--- src/rtl/core/ntt_pkg.sv ---
// ----------------------------------------------------------------------------
// ntt_pkg
// types, constants and helper functions of the radix-2 ntt block
// ----------------------------------------------------------------------------
package ntt_pkg;

  localparam int MAX_LOG  = 6;
  localparam int MAX_SIZE = 64;
  localparam int COEFF_W  = 30;
  localparam int IDX_W    = 6;
  localparam int CNT_W    = 7;

  localparam logic [COEFF_W-1:0] PRIME = 30'd1004535809;
  localparam longint unsigned    ROOT  = 64'd3;

  localparam logic [2:0] DEF_LOG = 3'd6;

  // register indexes on the configuration port
  localparam logic REG_LOG_SIZE = 1'b0;
  localparam logic REG_INVERSE  = 1'b1;

  typedef logic [COEFF_W-1:0] coeff_t;
  typedef coeff_t twid_tab_t [MAX_SIZE];

  // one queued input transaction
  typedef struct packed {
    coeff_t           coeff;
    logic [IDX_W-1:0] addr;
    logic             store;
    logic             last;
  } ntt_item_t;

  // request to the shared modular multiplier
  typedef struct packed {
    logic   start;
    coeff_t a;
    coeff_t b;
  } mul_req_t;

  // clamp the configured length exponent
  function automatic logic [2:0] eff_log(input logic [2:0] lg);
    logic [2:0] r;
    if (lg == 3'd0) r = 3'd1;
    else if (lg > 3'(MAX_LOG)) r = 3'(MAX_LOG);
    else r = lg;
    return r;
  endfunction

  // inverse of 2^lg modulo the prime
  function automatic coeff_t inv_size(input logic [2:0] lg);
    coeff_t r;
    case (lg)
      3'd1:    r = 30'd502267905;
      3'd2:    r = 30'd753401857;
      3'd3:    r = 30'd878968833;
      3'd4:    r = 30'd941752321;
      3'd5:    r = 30'd973144065;
      3'd6:    r = 30'd988839937;
      default: r = '0;
    endcase
    return r;
  endfunction

  // shift-and-add product modulo the prime, for reduced operands
  function automatic longint unsigned mul_mod_p(input longint unsigned x,
                                                input longint unsigned y);
    longint unsigned p;
    longint unsigned r;
    int              k;
    p = longint'(PRIME);
    r = 0;
    for (k = COEFF_W - 1; k >= 0; k--) begin
      r = r << 1;
      if (r >= p) r = r - p;
      if (y[k]) begin
        r = r + x;
        if (r >= p) r = r - p;
      end
    end
    return r;
  endfunction

  // twiddle table, entry len+j holds wn^j, evaluated at elaboration
  function automatic twid_tab_t twiddle_table();
    twid_tab_t        t;
    longint unsigned  e;
    longint unsigned  base;
    longint unsigned  wn;
    longint unsigned  w;
    int               l;
    int               j;
    for (j = 0; j < MAX_SIZE; j++) t[j] = '0;
    for (l = 0; l < MAX_LOG; l++) begin
      e    = (longint'(PRIME) - 1) >> (l + 1);
      base = ROOT;
      wn   = 1;
      while (e != 0) begin
        if (e[0]) wn = mul_mod_p(wn, base);
        base = mul_mod_p(base, base);
        e    = e >> 1;
      end
      w = 1;
      for (j = 0; j < (1 << l); j++) begin
        t[(1 << l) + j] = COEFF_W'(w);
        w = mul_mod_p(w, wn);
      end
    end
    return t;
  endfunction

  localparam twid_tab_t TWIDDLE = twiddle_table();

  // modular add and subtract of reduced residues
  function automatic coeff_t mod_add(input coeff_t x, input coeff_t y);
    logic [COEFF_W:0] s;
    s = {1'b0, x} + {1'b0, y};
    if (s >= {1'b0, PRIME}) s = s - {1'b0, PRIME};
    return s[COEFF_W-1:0];
  endfunction

  function automatic coeff_t mod_sub(input coeff_t x, input coeff_t y);
    logic [COEFF_W:0] s;
    if (x >= y) s = {1'b0, x} - {1'b0, y};
    else s = {1'b0, x} + {1'b0, PRIME} - {1'b0, y};
    return s[COEFF_W-1:0];
  endfunction

endpackage

--- src/rtl/core/ntt_queue.sv ---
// ----------------------------------------------------------------------------
// ntt_queue
// small fifo decoupling the front from the transform engine
// ----------------------------------------------------------------------------
module ntt_queue import ntt_pkg::*; #(
  parameter int DEPTH = 4
) (
  input  logic      clk,
  input  logic      rst_n,
  input  logic      push,
  input  ntt_item_t push_item,
  input  logic      pop,
  output ntt_item_t head,
  output logic      empty,
  output logic      full
);

  localparam int PW = (DEPTH > 1) ? $clog2(DEPTH) : 1;
  localparam int CW = $clog2(DEPTH + 1);

  ntt_item_t       slot_r [DEPTH];
  logic [PW-1:0]   wr_ptr_r;
  logic [PW-1:0]   rd_ptr_r;
  logic [CW-1:0]   count_r;

  assign empty = count_r == '0;
  assign full  = count_r == CW'(DEPTH);
  assign head  = slot_r[rd_ptr_r];

  // storage
  always_ff @(posedge clk) begin
    if (push) slot_r[wr_ptr_r] <= push_item;
  end

  // pointers and fill level
  always_ff @(posedge clk) begin
    if (!rst_n) begin
      wr_ptr_r <= '0;
      rd_ptr_r <= '0;
      count_r  <= '0;
    end else begin
      if (push) wr_ptr_r <= (wr_ptr_r == PW'(DEPTH - 1)) ? '0 : wr_ptr_r + PW'(1);
      if (pop)  rd_ptr_r <= (rd_ptr_r == PW'(DEPTH - 1)) ? '0 : rd_ptr_r + PW'(1);
      if (push && !pop) count_r <= count_r + CW'(1);
      else if (pop && !push) count_r <= count_r - CW'(1);
    end
  end

endmodule

--- config.mk ---
export PLATFORM = sky130hd
export DESIGN_NAME = ntt_queue
export DESIGN_NICKNAME = d
export VERILOG_FILES = /design/src/rtl/core/ntt_pkg.sv /design/src/rtl/core/ntt_queue.sv
export SDC_FILE = /design/constraint.sdc
export NUM_CORES = 1
export LEC_CHECK = 0
export BUFFER_PORTS_ARGS = -buffer_cell sky130_fd_sc_hd__buf_2
export CAP_MARGIN = 10
export CORE_UTILIZATION = 30
export DETAILED_ROUTE_END_ITERATION = 8
export PLACE_DENSITY = 0.6
export SETUP_SLACK_MARGIN = 0.1
export SYNTH_ARGS = -nofsm -noshare
export SYNTH_HDL_FRONTEND = slang
export SYNTH_SLANG_ARGS = --single-unit
--- constraint.sdc ---
create_clock -name clk -period 2 [get_ports clk]
set_clock_uncertainty 0.05 [all_clocks]
set_input_delay 0.3 -clock clk [delete_from_list [all_inputs] [get_ports clk]]
set_output_delay 0.3 -clock clk [all_outputs]
set_load 0.02 [all_outputs]
Yosys cells after proc, flatten, opt, wreduce, memory -nomap -nowiden:

Memory sizes are Yosys's and may differ from the RTL's. A register that Yosys moved wholly into a read port is not among the register bits.
Index checks and enable logic that the tools add are counted.
Widths: inputs -> output; s select.

* register bits after elaboration: 7
* memory bits (writable): 152
* output and inout bits: 40
* memories kept: 1

* add/sub/neg operators: 4
* equality and inequality tests: 3
* multiplexer cells: 8
* reductions and logical operators: 6

Memories
* slot_r: depth 4, width 38, rd ports 1, clocked after Yosys merged registers in 1, wr ports 1, RTL line ntt_queue.sv:21 `ntt_item_t slot_r [DEPTH];`

Operators with widths (number)
* $mux 2: 4
* $mux 3: 2
* $add 2x1->2 const B: 2
* $eq 2x2->1 const B: 2
* $add 3x1->3 const B: 1
* $eq 3x3->1 const B: 1
* $logic_not 3->1: 1
* $sub 3x1->3 const B: 1
* $logic_and 1x1->1: 2
* $logic_not 1->1: 2
* $mux 1: 2
* $reduce_bool 2->1: 1

Depth between registers and ports, before layout:

Gate-level depths: netlist of the first run.

* depth after elaboration: 4
* depth in mapped cells: 7

Worst setup path after synthesis of the first run:

No wires, ideal clock.

* kind: register -> register
* start point: reg wr_ptr_r[0]
* end point: mem slot_r[3][0] (netlist bit) (enable)
* library setup time: 399 ps
* arrival time: 1474 ps
* setup slack: 77 ps
* cell stages (with the launch flop): 3
* path buffers: 0
* clock period less this slack: 1923 ps
* cell sequence: dfxtp_1 ha_1 and2_1

RTL lines
* from (decl): RTL line ntt_queue.sv:22 `logic [PW-1:0] wr_ptr_r;`
* from (signal assigned): RTL line ntt_queue.sv:42 `if (push) wr_ptr_r <= (wr_ptr_r == PW'(DEPTH - 1)) ? '0 : wr_ptr_r + PW'(1);`
* to (decl): RTL line ntt_queue.sv:21

Straight into the memory's write port.

==> results.py, run 1 <==
metrics = {
    "timing": {
        "setup_slack_ns": -0.08688,
        "hold_viol_final": 0,
        "tightest_slew_ns": 0.2668,
        "max_slew_margin_pct": 82.21,
        "setup_violations": 38,
        "final.min_clock_period_ns": 2.087,
        "fmax_mhz": 479.2,
        "fin_crit_sh_pct": 104.3,
        "finalMaxSlewViolations": 0,
        "rsz0062_at_grt": "true",
    },
    "yosys": {
        "ys_warn_count": 0,
        "synth_seq_area_share_pct": 79.66,
        "syn_area_sq_mm": 0.005956,
        "syn_inst": 242,
        "ys_ff_latch": 161,
        "synth_nets": 291,
        "synth.avg_cell_area_sq_um": 24.61,
        "netlist-cell-type-count": 23,
    },
    "grt": {
        "grt_antenna_before_repair": 1,
        "grt_max_degree": 39,
        "grt.overflow.total": 0,
        "grt_first_pass_wirelength_microns": 16570,
        "grt_pass1_vias": 2956,
        "grt_use_total_pct": 11.47,
    },
    "clock_network": {
        "cts_buffers": 17,
        "clkSinkCount": 161,
        "cts_root_buf": "clkbuf_16",
        "clkTransAtPathRegs_ns": 0.07,
        "cts_tree": "done",
        "clock_path_buffers": 2,
        "htreeDepth": 4,
        "clk_latency_ns": 0.42,
    },
    "setup_path": {
        "r2r-start": "count_r[0]",
        "rr_worst_depth": 4,
        "end_kind": "primary output",
        "cp.required_ns": 1.65,
        "arrival_ns": 1.74,
        "setup.worst_path.start_class": "flip-flop",
        "path_class": "flip-flop to primary output",
        "critPathMaxFanout": 21,
        "reg2reg_slack_ns": 0.43,
    },
    "detailed_routing": {
        "antenna_left": 0,
        "wl_microns": 10820,
        "vias": 2699,
        "viasPerCell": 4.360,
        "drcViolationCount": 0,
        "dr.pass1.iters": 4,
        "drt_iter0_drc": 84,
        "routedWlPerCell_microns": 17.48,
    },
    "placed_design": {
        "place.gp.congestion": 0.6532,
        "port-buffer-count": 81,
        "hpwl_microns": 6172,
        "post-place-ws_ns": 0.1018,
    },
    "floorplan": {
        "ios": 82,
        "start_util_pct": 30.60,
        "row_count": 51,
        "core-area_sq_mm": 0.01946,
        "die_height_microns": 142.9,
        "dieArea_sq_mm": 0.02042,
        "die_w_microns": 142.9,
    },
    "power_and_ir_drop": {
        "p_comb_share_pct": 10.4,
        "intPower_mw": 5.903,
        "ir_drop_mv": 0.5524,
        "seq_power_share_pct": 51.1,
        "power_density_mw_per_mm2": 1038,
        "p_leak_nw": 2.474,
        "p_sw_mw": 1.731,
        "finalPower_mw": 7.633,
        "switching_share_pct": 22.67,
        "clkPwrFrac_pct": 38.4,
    },
    "run_status": {
        "status": "finished, violations left",
        "violations": "negative setup slack",
    },
    "cells_and_area": {
        "drive_gt1_share_pct": 44.48,
        "areaGrowthSynthToFinish_pct": 23.53,
        "finalNetCount": 390,
        "post-route-util_pct": 37.80,
    },
    "min_path": {
        "timing.hold.worst_path_depth": 1,
        "hold_class": "input port to flip-flop",
        "hp-start": "push_item[11]",
    },
    "job": {
        "maxCapViolCount": 0,
    },
}
-- per-layer routing --
layer / GRT usage [%] / part of all wire [%]
met1: 13.73 / 44
met2: 18.28 / 50
met3: 4.695 / 5.1
met4: 4.754 / 1.5
met5: 0 / 0
-- what timing repair did --
action / in CTS / in global routing
hold buffers: 0 / 0
pin swaps: 0 / 0
cloned: 0 / 0
resized for setup: 8 / 12
endpoints found under the setup margin: 38 / 38
buffers inserted: 0 / 0
-- worst max-delay path: stages, from the launching register on --
cell and delay, ns:
dfxtp_4 0.38, buf_12 0.20, mux4_2 0.56, buf_6 0.15
-- power by group through the flow --
stage / Clock [mW] / Combinational, mW / Sequential, mW
6_report: 2.93 / 0.796 / 3.90
5_1_grt: 3.15 / 0.863 / 3.92
3_3_place_gp: 0 / 0.765 / 3.96
4_1_cts: 3.01 / 0.796 / 3.91
2_1_floorplan: 0 / 0.491 / 3.96
3_5_place_dp: 0 / 0.779 / 3.98
-- layout by cell type, fill, tap and decap left out, types with 3 or more instances in the layout --
cell       count
clkinv_2       3
clkinv_1       3
ha_1           6
edfxtp_1     152
mux2i_1        4
mux4_2        38
inv_1          4
and2_2         4
buf_12         7
buf_6         10
dfxtp_1        7
clkbuf_16     17
nor2b_1        5
clkbuf_1       3
buf_2         71
-- stage by stage --
stage                     hold slack (ns)  TNS (ns)  area, sq um  instances
after CTS                         0.02241    -3.677         7317        618
after global routing              0.01880    -5.071         7355        618
after floorplan                    0.3489         0         5959        242
final                             0.04468    -2.184         7357        619
after global placement             0.4354         0         6765        587
after detailed placement           0.4697         0         6765        587
-- path summary, 6_finish.rpt --
path                                      end
worst min-delay path            slot_r[2][11]
worst max-delay path                  head[1]
worst max register to register     count_r[2]
worst min register to register    wr_ptr_r[1]
-- synth_stat cells --
cell type | instances | share of area [%]
edfxtp_1 | 152 | 77
mux4_2 | 38 | 14
dfxtp_1 | 9 | 3.0
ha_1 | 6 | 1.3
and2_1 | 5 | 0.53
nor2b_1 | 5 | 0.53
inv_1 | 4 | 0.25
mux2i_1 | 4 | 0.67
buf_2 | 3 | 0.25
buf_12 | 2 | 0.67
nor3_1 | 2 | 0.17
a21boi_0 | 1 | 0.13
buf_4 | 1 | 0.13
buf_6 | 1 | 0.19
clkbuf_1 | 1 | 0.063
fa_1 | 1 | 0.34
nor2_1 | 1 | 0.063
nor3b_1 | 1 | 0.13
o21a_1 | 1 | 0.13
o21ai_0 | 1 | 0.084
or3_1 | 1 | 0.11
xnor2_1 | 1 | 0.15
xor2_1 | 1 | 0.15
-- state kept, by name, summed over array words and instances, names as in the netlist, named ones only --
signal,count
rd_ptr_r,2
slot_r,152
wr_ptr_r,2
count_r,3
-- layout make-up --
| class | count | area (sq um) |
|---|---|---|
| tap | 265 | 331.6 |
| inverter | 4 | 15.01 |
| multi-input combinational | 69 | 1124 |
| sequential | 161 | 4750 |
| antenna | 1 | 2.502 |
| clock buffer | 20 | 436.7 |
| timing repair buffer | 88 | 608.1 |
| fill | 1762 | 12110 |
| clock inverter | 11 | 90.09 |
-- cells by family after synthesis --
family | Yosys count | synth area share (%)
flip-flops | 161 | 79.66
multiplexers | 42 | 15.04
AND/OR/NAND/NOR | 15 | 1.513
buffers and inverters | 12 | 1.554
adder cells (fa/ha/maj) | 7 | 1.597
AO/OA/AOI/OAI | 3 | 0.3361
XOR/XNOR | 2 | 0.2942
Note: power is estimated with default switching activity, not from simulation.
==> run 2: changes to the inputs <==
--- a/config.mk
+++ b/config.mk
@@ -10,6 +10,7 @@
 export CORE_UTILIZATION = 30
 export DETAILED_ROUTE_END_ITERATION = 8
 export PLACE_DENSITY = 0.6
+export REMOVE_ABC_BUFFERS = 1
 export SETUP_SLACK_MARGIN = 0.1
 export SYNTH_ARGS = -nofsm -noshare
 export SYNTH_HDL_FRONTEND = slang
==> results.py, run 2 (synthesized netlist as in run 1, its figures left out) <==
metrics = {
    "setup_path": {
        "setup.worst_path.start_class": "flip-flop",
        "slowest_stage": "mux4_2",
        "slowest_delay_ns": 0.53,
        "r2r-start": "wr_ptr_r[0]",
        "critPathBufInv": 2,
        "reg2reg_slack_ns": 0.34,
        "path_class": "flip-flop to primary output",
        "critPathMaxFanout": 7,
        "cp.required_ns": 1.65,
        "arrival_ns": 1.76,
        "end_kind": "primary output",
        "critPathTopFamily": "multiplexers",
        "crit_path_cell_trace": "clkbuf_16 -> mux4_2 -> buf_6",
    },
    "floorplan": {
        "die_height_microns": 142.9,
        "core-area_sq_mm": 0.01946,
        "ios": 82,
        "row_count": 51,
        "start_util_pct": 30.60,
        "dieArea_sq_mm": 0.02042,
        "die_w_microns": 142.9,
    },
    "grt": {
        "grt_first_pass_wirelength_microns": 15960,
        "grt_pass1_vias": 2927,
        "grt_max_degree": 39,
        "grt_use_total_pct": 11.07,
        "grt.overflow.total": 0,
        "grt_antenna_before_repair": 1,
    },
    "timing": {
        "final.min_clock_period_ns": 2.107,
        "setup_violations": 38,
        "fmax_mhz": 474.5,
        "fin_crit_sh_pct": 105.4,
        "finalMaxSlewViolations": 0,
        "setup_slack_ns": -0.1075,
        "max_slew_margin_pct": 59.02,
        "rsz0062_at_grt": "true",
        "tightest_slew_ns": 0.6147,
        "hold_viol_final": 0,
    },
    "cells_and_area": {
        "areaGrowthSynthToFinish_pct": 26.64,
        "final_common_cell": "edfxtp_1",
        "finalNetCount": 392,
        "stdcell_area_sq_mm": 0.007542,
        "layout.cells.non_filler": 622,
        "drive_gt1_share_pct": 46.35,
        "largest_reg_flops": 152,
        "final_cell_mix": "edfxtp_1, buf_2, mux4_2",
        "reg_top3": "slot_r x152, count_r x3",
        "regMostFlops": "slot_r",
    },
    "detailed_routing": {
        "viasPerCell": 4.280,
        "antenna_left": 0,
        "drcViolationCount": 0,
        "drt_iter0_drc": 162,
        "vias": 2662,
        "wl_microns": 10810,
        "dr.pass1.iters": 4,
        "routedWlPerCell_microns": 17.38,
    },
    "run_status": {
        "status": "finished, violations left",
        "violations": "negative setup slack",
    },
    "power_and_ir_drop": {
        "p_leak_nw": 2.559,
        "ir_drop_mv": 0.5547,
        "power_density_mw_per_mm2": 1068,
    },
    "clock_network": {
        "clk_latency_ns": 0.41,
        "clkSinkCount": 161,
        "postCtsSetupRepairBufs": 0,
        "htreeDepth": 4,
        "clock_path_buffers": 2,
        "clkTransAtPathRegs_ns": 0.07,
        "cts_tree": "done",
        "cts_buffers": 17,
        "cts_root_buf": "clkbuf_16",
    },
    "placed_design": {
        "port-buffer-count": 81,
        "hpwl_microns": 5931,
        "placedCellCount": 586,
        "place_area_sq_mm": 0.006720,
        "place.gp.congestion": 0.6333,
    },
    "job": {
        "maxCapViolCount": 0,
    },
    "min_path": {
        "hold_class": "input port to flip-flop",
        "hp-start": "push_item[21]",
    },
}
[run 2: changes by cell type in the layout (fill, tap and decap cells not counted)]
cell | before | now
buf_6 | 10 | 22
buf_2 | 71 | 60
buf_12 | 7 | 4
clkbuf_1 | 3 | 0
inv_6 | 2 | 5
bufinv_16 | 1 | 3
clkbuf_16 | 17 | 19
clkinv_1 | 3 | 1
and2_2 | 4 | 3
and2_4 | 0 | 1
buf_16 | 0 | 1
buf_4 | 0 | 1
inv_8 | 0 | 1
[run 2: layout make-up]
cell class	instances	area, sq um
fillers	1747	11920
flip-flops and latches	161	4750
multi-input cells	69	1125
repair buffers	90	713.2
clock buffers	17	425.4
well taps	265	331.6
clock inverters	15	180.2
inverters	4	15.01
diodes	1	2.502
[run 2: per-stage QoR]
step	hold slack (ns)	util [%]	total power, mW	worst slack (ns)	setup TNS, ns
6_report	0.04751	38.75	8.057	-0.1075	-2.800
3_3_place_gp	0.4340	34.53	4.712	0.04422	0
3_5_place_dp	0.4692	34.53	4.737	0.01520	0
4_1_cts	0.01961	37.75	8.065	-0.1722	-5.388
2_1_floorplan	0.3489	-	4.433	-0.7631	-29.00
5_1_grt	0.01961	38.74	8.365	-0.1874	-6.204
[run 2: worst reg2reg max path, cell delays in order, from the launching register on]
cell	delay, ns
dfxtp_1	0.35
inv_1	0.11
ha_1	0.14
and2_2	0.13
buf_4	0.49
[run 2: report_power, final]
part	internal, mW	total, mW	switching (mW)	leakage [nW]
clock	1.98	3.31	1.32	0.298
combinational	0.398	0.846	0.448	0.789
sequential	3.85	3.91	0.0506	1.47
total	6.24	8.06	1.82	2.56
[run 2: timing repair]
item / in CTS / in global routing
endpoints found under the setup margin: 76 / 38
gates cloned: 0 / 3
gates resized for setup: 6 / 43
hold buffers: 0 / 0
[run 2: path summary, 6_finish.rpt]
path	to	cells after the start
worst max-delay path	head[12]	3
worst min-delay path	slot_r[1][21]	1
worst max register to register	slot_r[0][17]	4
worst min register to register	count_r[2]	2
[run 2: metal layers]
layer	track usage, %	vias up	routed length (microns)
met5	0	-	0
met4	3.905	0	121
met3	4.494	10	587
met2	17.72	55	5249
met1	13.45	1379	4853
li1	-	1218	-
